## config.mk

```make
export PLATFORM = sky130hd
export DESIGN_NAME = motor_command_packet_crc7_framer_top
export DESIGN_NICKNAME = d
export VERILOG_FILES = /design/src/mcf_pkg.sv /design/src/motor_command_packet_crc7_framer_top.sv /design/src/mcf_queue.sv /design/src/mcf_front.sv /design/src/mcf_back.sv
export SDC_FILE = /design/constraint.sdc
export NUM_CORES = 1
export LEC_CHECK = 0
export ABC_CLOCK_PERIOD_IN_PS = 8200
export BUFFER_PORTS_ARGS = -buffer_cell sky130_fd_sc_hd__buf_2
export CAP_MARGIN = 30
export CORE_MARGIN = 5
export CORE_UTILIZATION = 39
export CTS_CLUSTER_DIAMETER = 30
export DETAILED_ROUTE_END_ITERATION = 16
export RECOVER_POWER = 100
export SLEW_MARGIN = 15
export SYNTH_ARGS = -nofsm -noshare
export SYNTH_HDL_FRONTEND = slang
export SYNTH_HIERARCHICAL = 1
export SYNTH_SLANG_ARGS = --single-unit
```

## constraint.sdc

```tcl
create_clock -name clk_i -period 8.2 [get_ports clk_i]
set_input_delay 1.64 -clock clk_i [delete_from_list [all_inputs] [get_ports clk_i]]
set_output_delay 1.64 -clock clk_i [all_outputs]
set_load 0.03 [all_outputs]
```

## src/mcf_pkg.sv

```systemverilog
// shared types, constants and crc function for the command packet framer
package mcf_pkg;

  localparam int unsigned ByteW = 8;
  localparam int unsigned IdW   = 7;
  localparam int unsigned CrcW  = 7;
  localparam int unsigned PosW  = 3;

  localparam logic [ByteW-1:0] CrcPoly = 8'h91;
  localparam logic [ByteW-1:0] CfgKeyA = 8'h55;
  localparam logic [ByteW-1:0] CfgKeyB = 8'h2A;

  localparam logic [IdW-1:0]   DeviceIdRst  = 7'd9;
  localparam logic [ByteW-1:0] StartByteRst = 8'hAA;

  // byte positions inside a packet
  localparam logic [PosW-1:0] PosStart  = 3'd0;
  localparam logic [PosW-1:0] PosDevice = 3'd1;
  localparam logic [PosW-1:0] PosCmd    = 3'd2;
  localparam logic [PosW-1:0] PosParam  = 3'd3;
  localparam logic [PosW-1:0] PosValue  = 3'd4;
  localparam logic [PosW-1:0] PosKeyA   = 3'd5;
  localparam logic [PosW-1:0] PosKeyB   = 3'd6;
  localparam logic [PosW-1:0] PosCrcCfg = 3'd7;

  typedef enum logic [1:0] {
    FUNC_CMD       = 2'd0,
    FUNC_CMD_PARAM = 2'd1,
    FUNC_SET_CFG   = 2'd2
  } func_e;

  typedef enum logic [1:0] {
    REG_DEVICE_ID    = 2'd0,
    REG_START_BYTE   = 2'd1,
    REG_LINK_ENABLED = 2'd2
  } reg_idx_e;

  typedef struct packed {
    func_e            func;
    logic [ByteW-1:0] command;
    logic [ByteW-1:0] param;
    logic [ByteW-1:0] value;
  } pkt_req_t;

  typedef struct packed {
    logic [IdW-1:0]   device_id;
    logic [ByteW-1:0] start_byte;
  } frame_cfg_t;

  // one byte through the reflected crc-7, lsb first
  function automatic logic [CrcW-1:0] crc7_update(input logic [CrcW-1:0]  crc,
                                                  input logic [ByteW-1:0] data);
    logic [ByteW-1:0] c;
    c = {1'b0, crc} ^ data;
    for (int i = 0; i < ByteW; i++) begin
      c = c[0] ? ((c ^ CrcPoly) >> 1) : (c >> 1);
    end
    return c[CrcW-1:0];
  endfunction

endpackage

```

## src/motor_command_packet_crc7_framer_top.sv

```systemverilog
// top level of the crc-7 command packet framer for a dual-motor controller
//
//  channel   | direction | signals                              | contents
//  ----------+-----------+--------------------------------------+--------------------------
//  s_axis    | in        | tvalid tready tdata[23:0] tuser[1:0] | one packet request
//  m_axis    | out       | tvalid tready tdata[7:0] tlast       | one packet byte per transfer
//  cfg       | in        | valid ready index[1:0] data[7:0]     | register write
//
// a request of kind 0, 1 or 2 gives 4, 5 or 8 byte transfers, one per cycle while
// m_axis is ready; the single byte serialiser in the back end starts the next
// packet only once the last byte of the current one is in the output register
// a request is taken whenever the request queue has room, also while bytes
// of earlier packets are still waiting on m_axis
// reset (async, active low) empties the queue and the output register and
// restores device id 9, start byte 0xaa and link disabled
// with the link disabled, or for kind 3, the request is taken and dropped
module motor_command_packet_crc7_framer_top #(
  parameter int unsigned QueueDepth = 2
) (
  input  logic        clk_i,
  input  logic        rst_ni,
  // request channel
  input  logic        s_axis_tvalid,
  output logic        s_axis_tready,
  input  logic [23:0] s_axis_tdata,  // command[7:0], param[15:8], value[23:16]
  input  logic [1:0]  s_axis_tuser,  // func[1:0]
  // byte channel
  output logic        m_axis_tvalid,
  input  logic        m_axis_tready,
  output logic [7:0]  m_axis_tdata,  // tx_byte[7:0]
  output logic        m_axis_tlast,
  // register write channel
  input  logic        cfg_valid_i,
  output logic        cfg_ready_o,
  input  logic [1:0]  cfg_index_i,   // 0 device id, 1 start byte, 2 link enable
  input  logic [7:0]  cfg_data_i
);
  import mcf_pkg::*;

  pkt_req_t   req;
  pkt_req_t   q_push_data;
  pkt_req_t   q_head;
  frame_cfg_t frame_cfg;
  logic       q_push, q_full, q_pop, q_empty;

  // unpack the request transfer
  assign req.func    = func_e'(s_axis_tuser);
  assign req.command = s_axis_tdata[7:0];
  assign req.param   = s_axis_tdata[15:8];
  assign req.value   = s_axis_tdata[23:16];

  // front: registers and filtering of requests
  mcf_front u_front (
    .clk_i       (clk_i),
    .rst_ni      (rst_ni),
    .cfg_valid_i (cfg_valid_i),
    .cfg_ready_o (cfg_ready_o),
    .cfg_index_i (cfg_index_i),
    .cfg_data_i  (cfg_data_i),
    .req_valid_i (s_axis_tvalid),
    .req_ready_o (s_axis_tready),
    .req_i       (req),
    .q_full_i    (q_full),
    .q_push_o    (q_push),
    .q_data_o    (q_push_data),
    .frame_cfg_o (frame_cfg)
  );

  // decouples request intake from byte output
  mcf_queue #(
    .Depth (QueueDepth)
  ) u_queue (
    .clk_i       (clk_i),
    .rst_ni      (rst_ni),
    .push_i      (q_push),
    .push_data_i (q_push_data),
    .full_o      (q_full),
    .pop_i       (q_pop),
    .empty_o     (q_empty),
    .head_o      (q_head)
  );

  // back: serialises the head request, crc built as bytes go out
  mcf_back u_back (
    .clk_i       (clk_i),
    .rst_ni      (rst_ni),
    .frame_cfg_i (frame_cfg),
    .q_empty_i   (q_empty),
    .q_head_i    (q_head),
    .q_pop_o     (q_pop),
    .out_valid_o (m_axis_tvalid),
    .out_ready_i (m_axis_tready),
    .out_byte_o  (m_axis_tdata),
    .out_last_o  (m_axis_tlast)
  );

endmodule

```

## src/mcf_queue.sv

```systemverilog
// short request queue between front and back
module mcf_queue #(
  parameter int unsigned Depth = 2
) (
  input  logic              clk_i,
  input  logic              rst_ni,
  input  logic              push_i,
  input  mcf_pkg::pkt_req_t push_data_i,
  output logic              full_o,
  input  logic              pop_i,
  output logic              empty_o,
  output mcf_pkg::pkt_req_t head_o
);
  import mcf_pkg::*;

  localparam int unsigned PtrW = (Depth > 1) ? $clog2(Depth) : 1;
  localparam int unsigned CntW = $clog2(Depth + 1);
  localparam logic [PtrW-1:0] LastPtr = PtrW'(Depth - 1);
  localparam logic [CntW-1:0] DepthCnt = CntW'(Depth);

  pkt_req_t        mem_q [Depth];
  logic [PtrW-1:0] wr_ptr_q, wr_ptr_d, rd_ptr_q, rd_ptr_d;
  logic [CntW-1:0] cnt_q, cnt_d;
  logic            do_push, do_pop;

  assign full_o  = (cnt_q == DepthCnt);
  assign empty_o = (cnt_q == '0);
  assign head_o  = mem_q[rd_ptr_q];
  assign do_push = push_i && !full_o;
  assign do_pop  = pop_i && !empty_o;

  always_comb begin
    wr_ptr_d = wr_ptr_q;
    rd_ptr_d = rd_ptr_q;
    cnt_d    = cnt_q;
    if (do_push) begin
      wr_ptr_d = (wr_ptr_q == LastPtr) ? '0 : wr_ptr_q + 1'b1;
    end
    if (do_pop) begin
      rd_ptr_d = (rd_ptr_q == LastPtr) ? '0 : rd_ptr_q + 1'b1;
    end
    if (do_push && !do_pop) begin
      cnt_d = cnt_q + 1'b1;
    end else if (do_pop && !do_push) begin
      cnt_d = cnt_q - 1'b1;
    end
  end

  always_ff @(posedge clk_i or negedge rst_ni) begin
    if (!rst_ni) begin
      wr_ptr_q <= '0;
      rd_ptr_q <= '0;
      cnt_q    <= '0;
    end else begin
      wr_ptr_q <= wr_ptr_d;
      rd_ptr_q <= rd_ptr_d;
      cnt_q    <= cnt_d;
    end
  end

  always_ff @(posedge clk_i) begin
    if (do_push) begin
      mem_q[wr_ptr_q] <= push_data_i;
    end
  end

endmodule

```

## src/mcf_front.sv

```systemverilog
// front end: config registers, request accept and packet kind filter
module mcf_front (
  input  logic                     clk_i,
  input  logic                     rst_ni,
  input  logic                     cfg_valid_i,
  output logic                     cfg_ready_o,
  input  logic [1:0]               cfg_index_i,
  input  logic [mcf_pkg::ByteW-1:0] cfg_data_i,
  input  logic                     req_valid_i,
  output logic                     req_ready_o,
  input  mcf_pkg::pkt_req_t        req_i,
  input  logic                     q_full_i,
  output logic                     q_push_o,
  output mcf_pkg::pkt_req_t        q_data_o,
  output mcf_pkg::frame_cfg_t      frame_cfg_o
);
  import mcf_pkg::*;

  logic [IdW-1:0]   device_id_q, device_id_d;
  logic [ByteW-1:0] start_byte_q, start_byte_d;
  logic             link_en_q, link_en_d;
  logic             kind_ok;

  assign cfg_ready_o = 1'b1;

  always_comb begin
    device_id_d  = device_id_q;
    start_byte_d = start_byte_q;
    link_en_d    = link_en_q;
    if (cfg_valid_i) begin
      case (reg_idx_e'(cfg_index_i))
        REG_DEVICE_ID:    device_id_d  = cfg_data_i[IdW-1:0];
        REG_START_BYTE:   start_byte_d = cfg_data_i;
        REG_LINK_ENABLED: link_en_d    = cfg_data_i[0];
        default: ;
      endcase
    end
  end

  always_ff @(posedge clk_i or negedge rst_ni) begin
    if (!rst_ni) begin
      device_id_q  <= DeviceIdRst;
      start_byte_q <= StartByteRst;
      link_en_q    <= 1'b0;
    end else begin
      device_id_q  <= device_id_d;
      start_byte_q <= start_byte_d;
      link_en_q    <= link_en_d;
    end
  end

  // unused kind and disabled link are swallowed here
  always_comb begin
    case (req_i.func)
      FUNC_CMD, FUNC_CMD_PARAM, FUNC_SET_CFG: kind_ok = 1'b1;
      default:                                kind_ok = 1'b0;
    endcase
  end

  assign req_ready_o = !q_full_i;
  assign q_push_o    = req_valid_i && !q_full_i && link_en_q && kind_ok;
  assign q_data_o    = req_i;

  assign frame_cfg_o.device_id  = device_id_q;
  assign frame_cfg_o.start_byte = start_byte_q;

endmodule

```

## src/mcf_back.sv

```systemverilog
// back end: byte serialiser with running crc and output register
module mcf_back (
  input  logic                      clk_i,
  input  logic                      rst_ni,
  input  mcf_pkg::frame_cfg_t       frame_cfg_i,
  input  logic                      q_empty_i,
  input  mcf_pkg::pkt_req_t         q_head_i,
  output logic                      q_pop_o,
  output logic                      out_valid_o,
  input  logic                      out_ready_i,
  output logic [mcf_pkg::ByteW-1:0] out_byte_o,
  output logic                      out_last_o
);
  import mcf_pkg::*;

  logic [PosW-1:0]  pos_q, pos_d;
  logic [CrcW-1:0]  crc_q, crc_d;
  logic             valid_q, valid_d;
  logic [ByteW-1:0] byte_q, byte_d;
  logic             last_q, last_d;
  logic [ByteW-1:0] cur_byte;
  logic [PosW-1:0]  last_pos;
  logic             is_last, advance;
  logic [ByteW-1:0] crc_byte;

  assign crc_byte = {1'b0, crc_q};

  always_comb begin
    case (q_head_i.func)
      FUNC_CMD:       last_pos = PosParam;
      FUNC_CMD_PARAM: last_pos = PosValue;
      default:        last_pos = PosCrcCfg;
    endcase
  end

  always_comb begin
    case (pos_q)
      PosStart:  cur_byte = frame_cfg_i.start_byte;
      PosDevice: cur_byte = {1'b0, frame_cfg_i.device_id};
      PosCmd:    cur_byte = q_head_i.command;
      PosParam:  cur_byte = (q_head_i.func == FUNC_CMD) ? crc_byte : q_head_i.param;
      PosValue:  cur_byte = (q_head_i.func == FUNC_CMD_PARAM) ? crc_byte : q_head_i.value;
      PosKeyA:   cur_byte = CfgKeyA;
      PosKeyB:   cur_byte = CfgKeyB;
      default:   cur_byte = crc_byte;
    endcase
  end

  assign is_last = (pos_q == last_pos);
  assign advance = !q_empty_i && (!valid_q || out_ready_i);
  assign q_pop_o = advance && is_last;

  always_comb begin
    pos_d   = pos_q;
    crc_d   = crc_q;
    byte_d  = byte_q;
    last_d  = last_q;
    valid_d = valid_q && !out_ready_i;
    if (advance) begin
      valid_d = 1'b1;
      byte_d  = cur_byte;
      last_d  = is_last;
      pos_d   = is_last ? '0 : pos_q + 1'b1;
      crc_d   = is_last ? '0 : crc7_update(crc_q, cur_byte);
    end
  end

  always_ff @(posedge clk_i or negedge rst_ni) begin
    if (!rst_ni) begin
      pos_q   <= '0;
      crc_q   <= '0;
      valid_q <= 1'b0;
    end else begin
      pos_q   <= pos_d;
      crc_q   <= crc_d;
      valid_q <= valid_d;
    end
  end

  always_ff @(posedge clk_i) begin
    byte_q <= byte_d;
    last_q <= last_d;
  end

  assign out_valid_o = valid_q;
  assign out_byte_o  = byte_q;
  assign out_last_o  = last_q;

endmodule

```

[Word-level counts from Yosys, hierarchy flattened]
Memories as Yosys holds them, arrays and structs flattened.
Cells that the tools add are included.
Word-level totals
  register bits after elaboration: 40
  bits in writable memories: 52
  input port bits: 41
  output and inout bits: 12
  logic and storage cells: 88
  memories: 1
Memories
  u_queue.mem_q: words 2, width 26, read ports 1, clocked after Yosys merged registers in 0, write ports 1, line mcf_queue.sv:21  | pkt_req_t mem_q [Depth];
Cells by class
  add/subtract/negate cells: 5
  equality and inequality tests: 13
  muxes and demuxes: 22
  bitwise operators: 9
  reductions and logical operators: 27
Operator list (count)
  $mux W7: 9
  $pmux W8 S7: 1
  $not A3 Y3: 8
  $mux W8: 2
  $logic_and A1 B1 Y1: 10
  $eq A3 B3 Y1 const B: 3
  $logic_not A2 Y1: 4
  $xor A7 B8 Y8: 1
  $eq A2 B1 Y1 const B: 3
  $eq A2 B2 Y1 const B: 3
  $eq A3 B2 Y1 const B: 2
  $logic_not A1 Y1: 6
  $mux W1: 6
  $pmux W3 S2: 1
  $reduce_and A2 Y1: 3
  $mux W2: 2
  $add A3 B1 Y3 const B: 1
  $eq A3 B1 Y1 const B: 1
  $eq A3 B3 Y1: 1
  $logic_not A3 Y1: 1
  $mux W3: 1
  $reduce_or A3 Y1: 1
  $add A1 B1 Y1 const B: 2
  $add A2 B1 Y2 const B: 1
  other kinds (3): 3

[Longest topological paths before layout]
An unclocked memory read counts as a cell.
  depth after elaboration: 22
  depth in mapped cells: 15

[Modules after synthesis]
The synthesis kept the hierarchy.
By module, submodules not included
  mcf_queue: times used 1, cells an instance 100, area an instance 2173.3 µm²
  mcf_back: times used 1, cells an instance 194, area an instance 1806.7 µm²
  mcf_front: times used 1, cells an instance 66, area an instance 847.1 µm²

[Least setup slack after synthesis]
No wires, ideal clock.
  kind: input to register
  start point: input s_axis_tvalid
  end point: memory u_queue/mem_q[0][0] in the netlist's numbering (enable)
  setup time: 0.409 ns
  data arrival time: 3.164 ns
  setup slack: 4.627 ns
  stages: 4
  path buffers: 0
  path through: nand2_1 a211oi_1 nand2_1 nor2_1
On the way
  word-level cells in the longest chain between the ends: 6
RTL lines
  start, declared: line motor_command_packet_crc7_framer_top.sv:23  | input logic s_axis_tvalid,
  $logic_and A1 B1 Y1 (3 in series): line mcf_front.sv:61  | assign q_push_o = req_valid_i && !q_full_i && link_en_q && kind_ok;
  via q_push: line motor_command_packet_crc7_framer_top.sv:44  | logic q_push, q_full, q_pop, q_empty;
  $logic_and A1 B1 Y1: line mcf_queue.sv:29  | assign do_push = push_i && !full_o;
  $mux W1: line mcf_queue.sv:62  | if (do_push) begin
  $mux W1 (implied by the code): line mcf_queue.sv:63  | mem_q[wr_ptr_q] <= push_data_i;
  end, declared: line mcf_queue.sv:21
The timed path passes the listed nets, and every way through them passes these cells.

==> impl_metrics.toml <==
[timing]
min_period_over_period_pct = 62.4
tightestPinTransition_ns = 2.02
rsz0062_at_grt = "false"
finalWorstSetupSlack_ns = 3.08
setup_violations = 0
fin_crit_ns = 5.12
fin_setup_tns_ns = 0
finalHoldViolations = 0
relSlewSlack_pct = -35.0
max_freq_mhz = 195
fin_worst_skew_ns = 0.00802
slew_violations = 87

[clocking]
cts_tree = "yes"
clockRootBuffer = "clkbuf_16"
cts_num_sinks = 92
clk_latency_ns = 0.35
post_cts_resized = 0
postCtsSetupBuffers = 0
path_clk_slew_ns = 0.06
htree_levels = 3
cts_made_buffers = 9
ctsHoldBuffers = 0
clockBufferDepth = 2

[routing]
ant_nets = 0
wirelength_um = 9210
drt_iter0_drc = 115
wl_per_cell_um = 16.7
vias_per_cell = 4.94
firstDrtPassIters = 4
drc = 0
route.vias.total = 2720

[yosys]
syn_area_per_cell_um2 = 13.4
synth_edf_count = 61
syn-num-nets = 407
ys.warnings.count = 6
syn_inst = 360
synth_async_sr_flop_share_pct = 33.7
yosysSeqAreaShare_pct = 54.2
synth_top_area_share_pct = 37.9
yosysUniqueCellTypes = 67
synth_ff_type = "edfxtp_1"
ys_seq_elements = 92
synth_top_area_cell = "edfxtp_1"
yosys-top-cells-area = "edfxtp_1 (38%), dfrtp_1 (13%), mux2_2 (6.5%)"
syn_area_um2 = 4830

[global_routing]
globalRouteOverflowTotal = 0
grt-busiest-layer = "met2"
grt_pass1_vias = 2773
met2_usage_pct = 19.9
antenna_found_initial = 0
grt_usage_pct = 13.3
grt_pass1_wl_um = 14800
gr-usage-met3_pct = 2.75
grt_max_degree = 32
grt_use_met1_pct = 18.1

[worst_setup_path]
cp_data_arrival_time_ns = 5.34
worstSetupStartpoint = "u_queue/rd_ptr_q"
rr_startpoint = "u_queue/rd_ptr_q"
cp.required_ns = 8.42
worst-r2r-cell-count = 10
worstSetupPathType = "reg -> reg"
critPathCaptureType = "flip-flop"
startpoint_type = "flip-flop"
crit_end = "u_back/crc_q[1]"
crit_fanout = 27
r2r_slack_ns = 3.08
r2r-end = "u_back/crc_q[1]"

[run_status]
failed_checks = "capacitance limit, slew limit"
status = "finished, violations left"

[final_layout]
fin_area_um2 = 5120
fillers = 1139
layout_common_cells = "edfxtp_1 (61), clkbuf_1 (32), mux2_2 (28)"
layout.nets = 425
drive_gt1_share_pct = 26.1
antenna_cells = 0
final_common_cell = "edfxtp_1"
area_growth_pct = 6.17

[placement]
routabilityCongestion = 0.892
dpl.hpwl_um = 6720
place_area_um2 = 4930
numPortBuffers = 51
place_ws_ns = 4.45

[worst_hold_path]
hold_path.class = "reg -> reg"
hold-path-cell-count = 1
min_from = "u_front/start_byte_q[0]"

[power]
power_leakage_nw = 1.93
power_density_nw_per_um2 = 408
peakVddDrop_v = 0.000126
finalPower_mw = 2.09

[flow_run]
drv_cap = 3

[floorplanning]
die_w_um = 121
placementRows = 40
core_area_um2 = 12100
die_height_um = 121
initial_utilization_pct = 40.0
io_pins = 53
dieArea_um2 = 14700
## per-stage QoR
stage | instances | hold WS [ns] | utilization, %
2_1_floorplan | 360 | 0.461 | -
3_3_place_gp | 535 | 0.488 | 40.9
3_5_place_dp | 535 | 0.499 | 40.9
4_1_cts | 551 | 0.514 | 43.4
5_1_grt | 551 | 0.530 | 42.5
6_report | 551 | 0.509 | 42.5
## worst max-delay path: stages (launching register included)
cell and delay (ns):
dfrtp_1 0.32, clkbuf_1 1.44, mux2_1 0.54, nor2_1 0.57, mux2_2 0.41, a221oi_1 0.72
xor3_1 0.27, nor3_1 0.05, a311oi_1 0.40, xor2_1 0.17, o21ai_0 0.08
## cell type report
class                   instances  area (µm²)  area share [%]
multi-input cells             210        1730            33.7
inverters                      11        41.3           0.806
flip-flops and latches         92        2620            51.0
clock buffers                  10         229            4.47
well taps                     168         210            4.10
clock inverters                 6        71.3            1.39
repair buffers                 54         231            4.52
## report_power, final
group          internal, mW  total [mW]  switching, mW
sequential            0.629       0.714         0.0849
clock                 0.240       0.414          0.174
combinational         0.420       0.965          0.545
## worst min path at each step
stage / endpoint / slack (ns)
2_1_floorplan: u_queue/wr_ptr_q / 0.46
3_3_place_gp: u_front/link_en_q / 0.49
3_5_place_dp: u_front/start_byte_q[4] / 0.50
4_1_cts: u_front/device_id_q[2] / 0.51
5_1_grt: u_front/start_byte_q[6] / 0.53
6_report: u_front/start_byte_q[0] / 0.51
## synthesized netlist by cell type, drive strengths merged, types with 7 or more instances
cell    count
inv        11
a22oi       7
dfrtp      25
edfxtp     61
o211ai      7
nand2      19
xnor2      10
o21ai      19
buf        40
mux2       48
a21oi      11
nor2       11
## per-layer routing
metal  part of all wire, %  up-vias
li1                      -     1334
met1                    46     1312
met2                    46       60
met3                   5.3       14
met4                   2.4        0
met5                     0        -
## registers in the layout, indices dropped and copies added (netlist names)
| signal | count |
|---|---|
| u_queue/cnt_q | 2 |
| u_queue/mem_q | 52 |
| u_queue/rd_ptr_q | 1 |
| u_front/start_byte_q | 8 |
| u_back/out_valid_o | 1 |
| u_back/out_last_o | 1 |
| u_front/device_id_q | 7 |
| u_queue/wr_ptr_q | 1 |
| u_back/pos_q | 3 |
| u_front/link_en_q | 1 |
| u_back/out_byte_o | 8 |
| u_back/crc_q | 7 |
## cell families (layout without fill, tap and decap cells)
family / Yosys count / count (layout) / share of synthesized area, %
fa+ha+maj: 6 / 6 / 1.56
mux: 54 / 54 / 14.0
simple gates: 59 / 59 / 6.92
xor+xnor: 16 / 16 / 3.21
other cells: 1 / 1 / 0.0777
buf+inv: 58 / 81 / 8.79
compound gates: 74 / 74 / 11.3
flops: 92 / 92 / 54.2
Power figures use the tool's default switching activity.
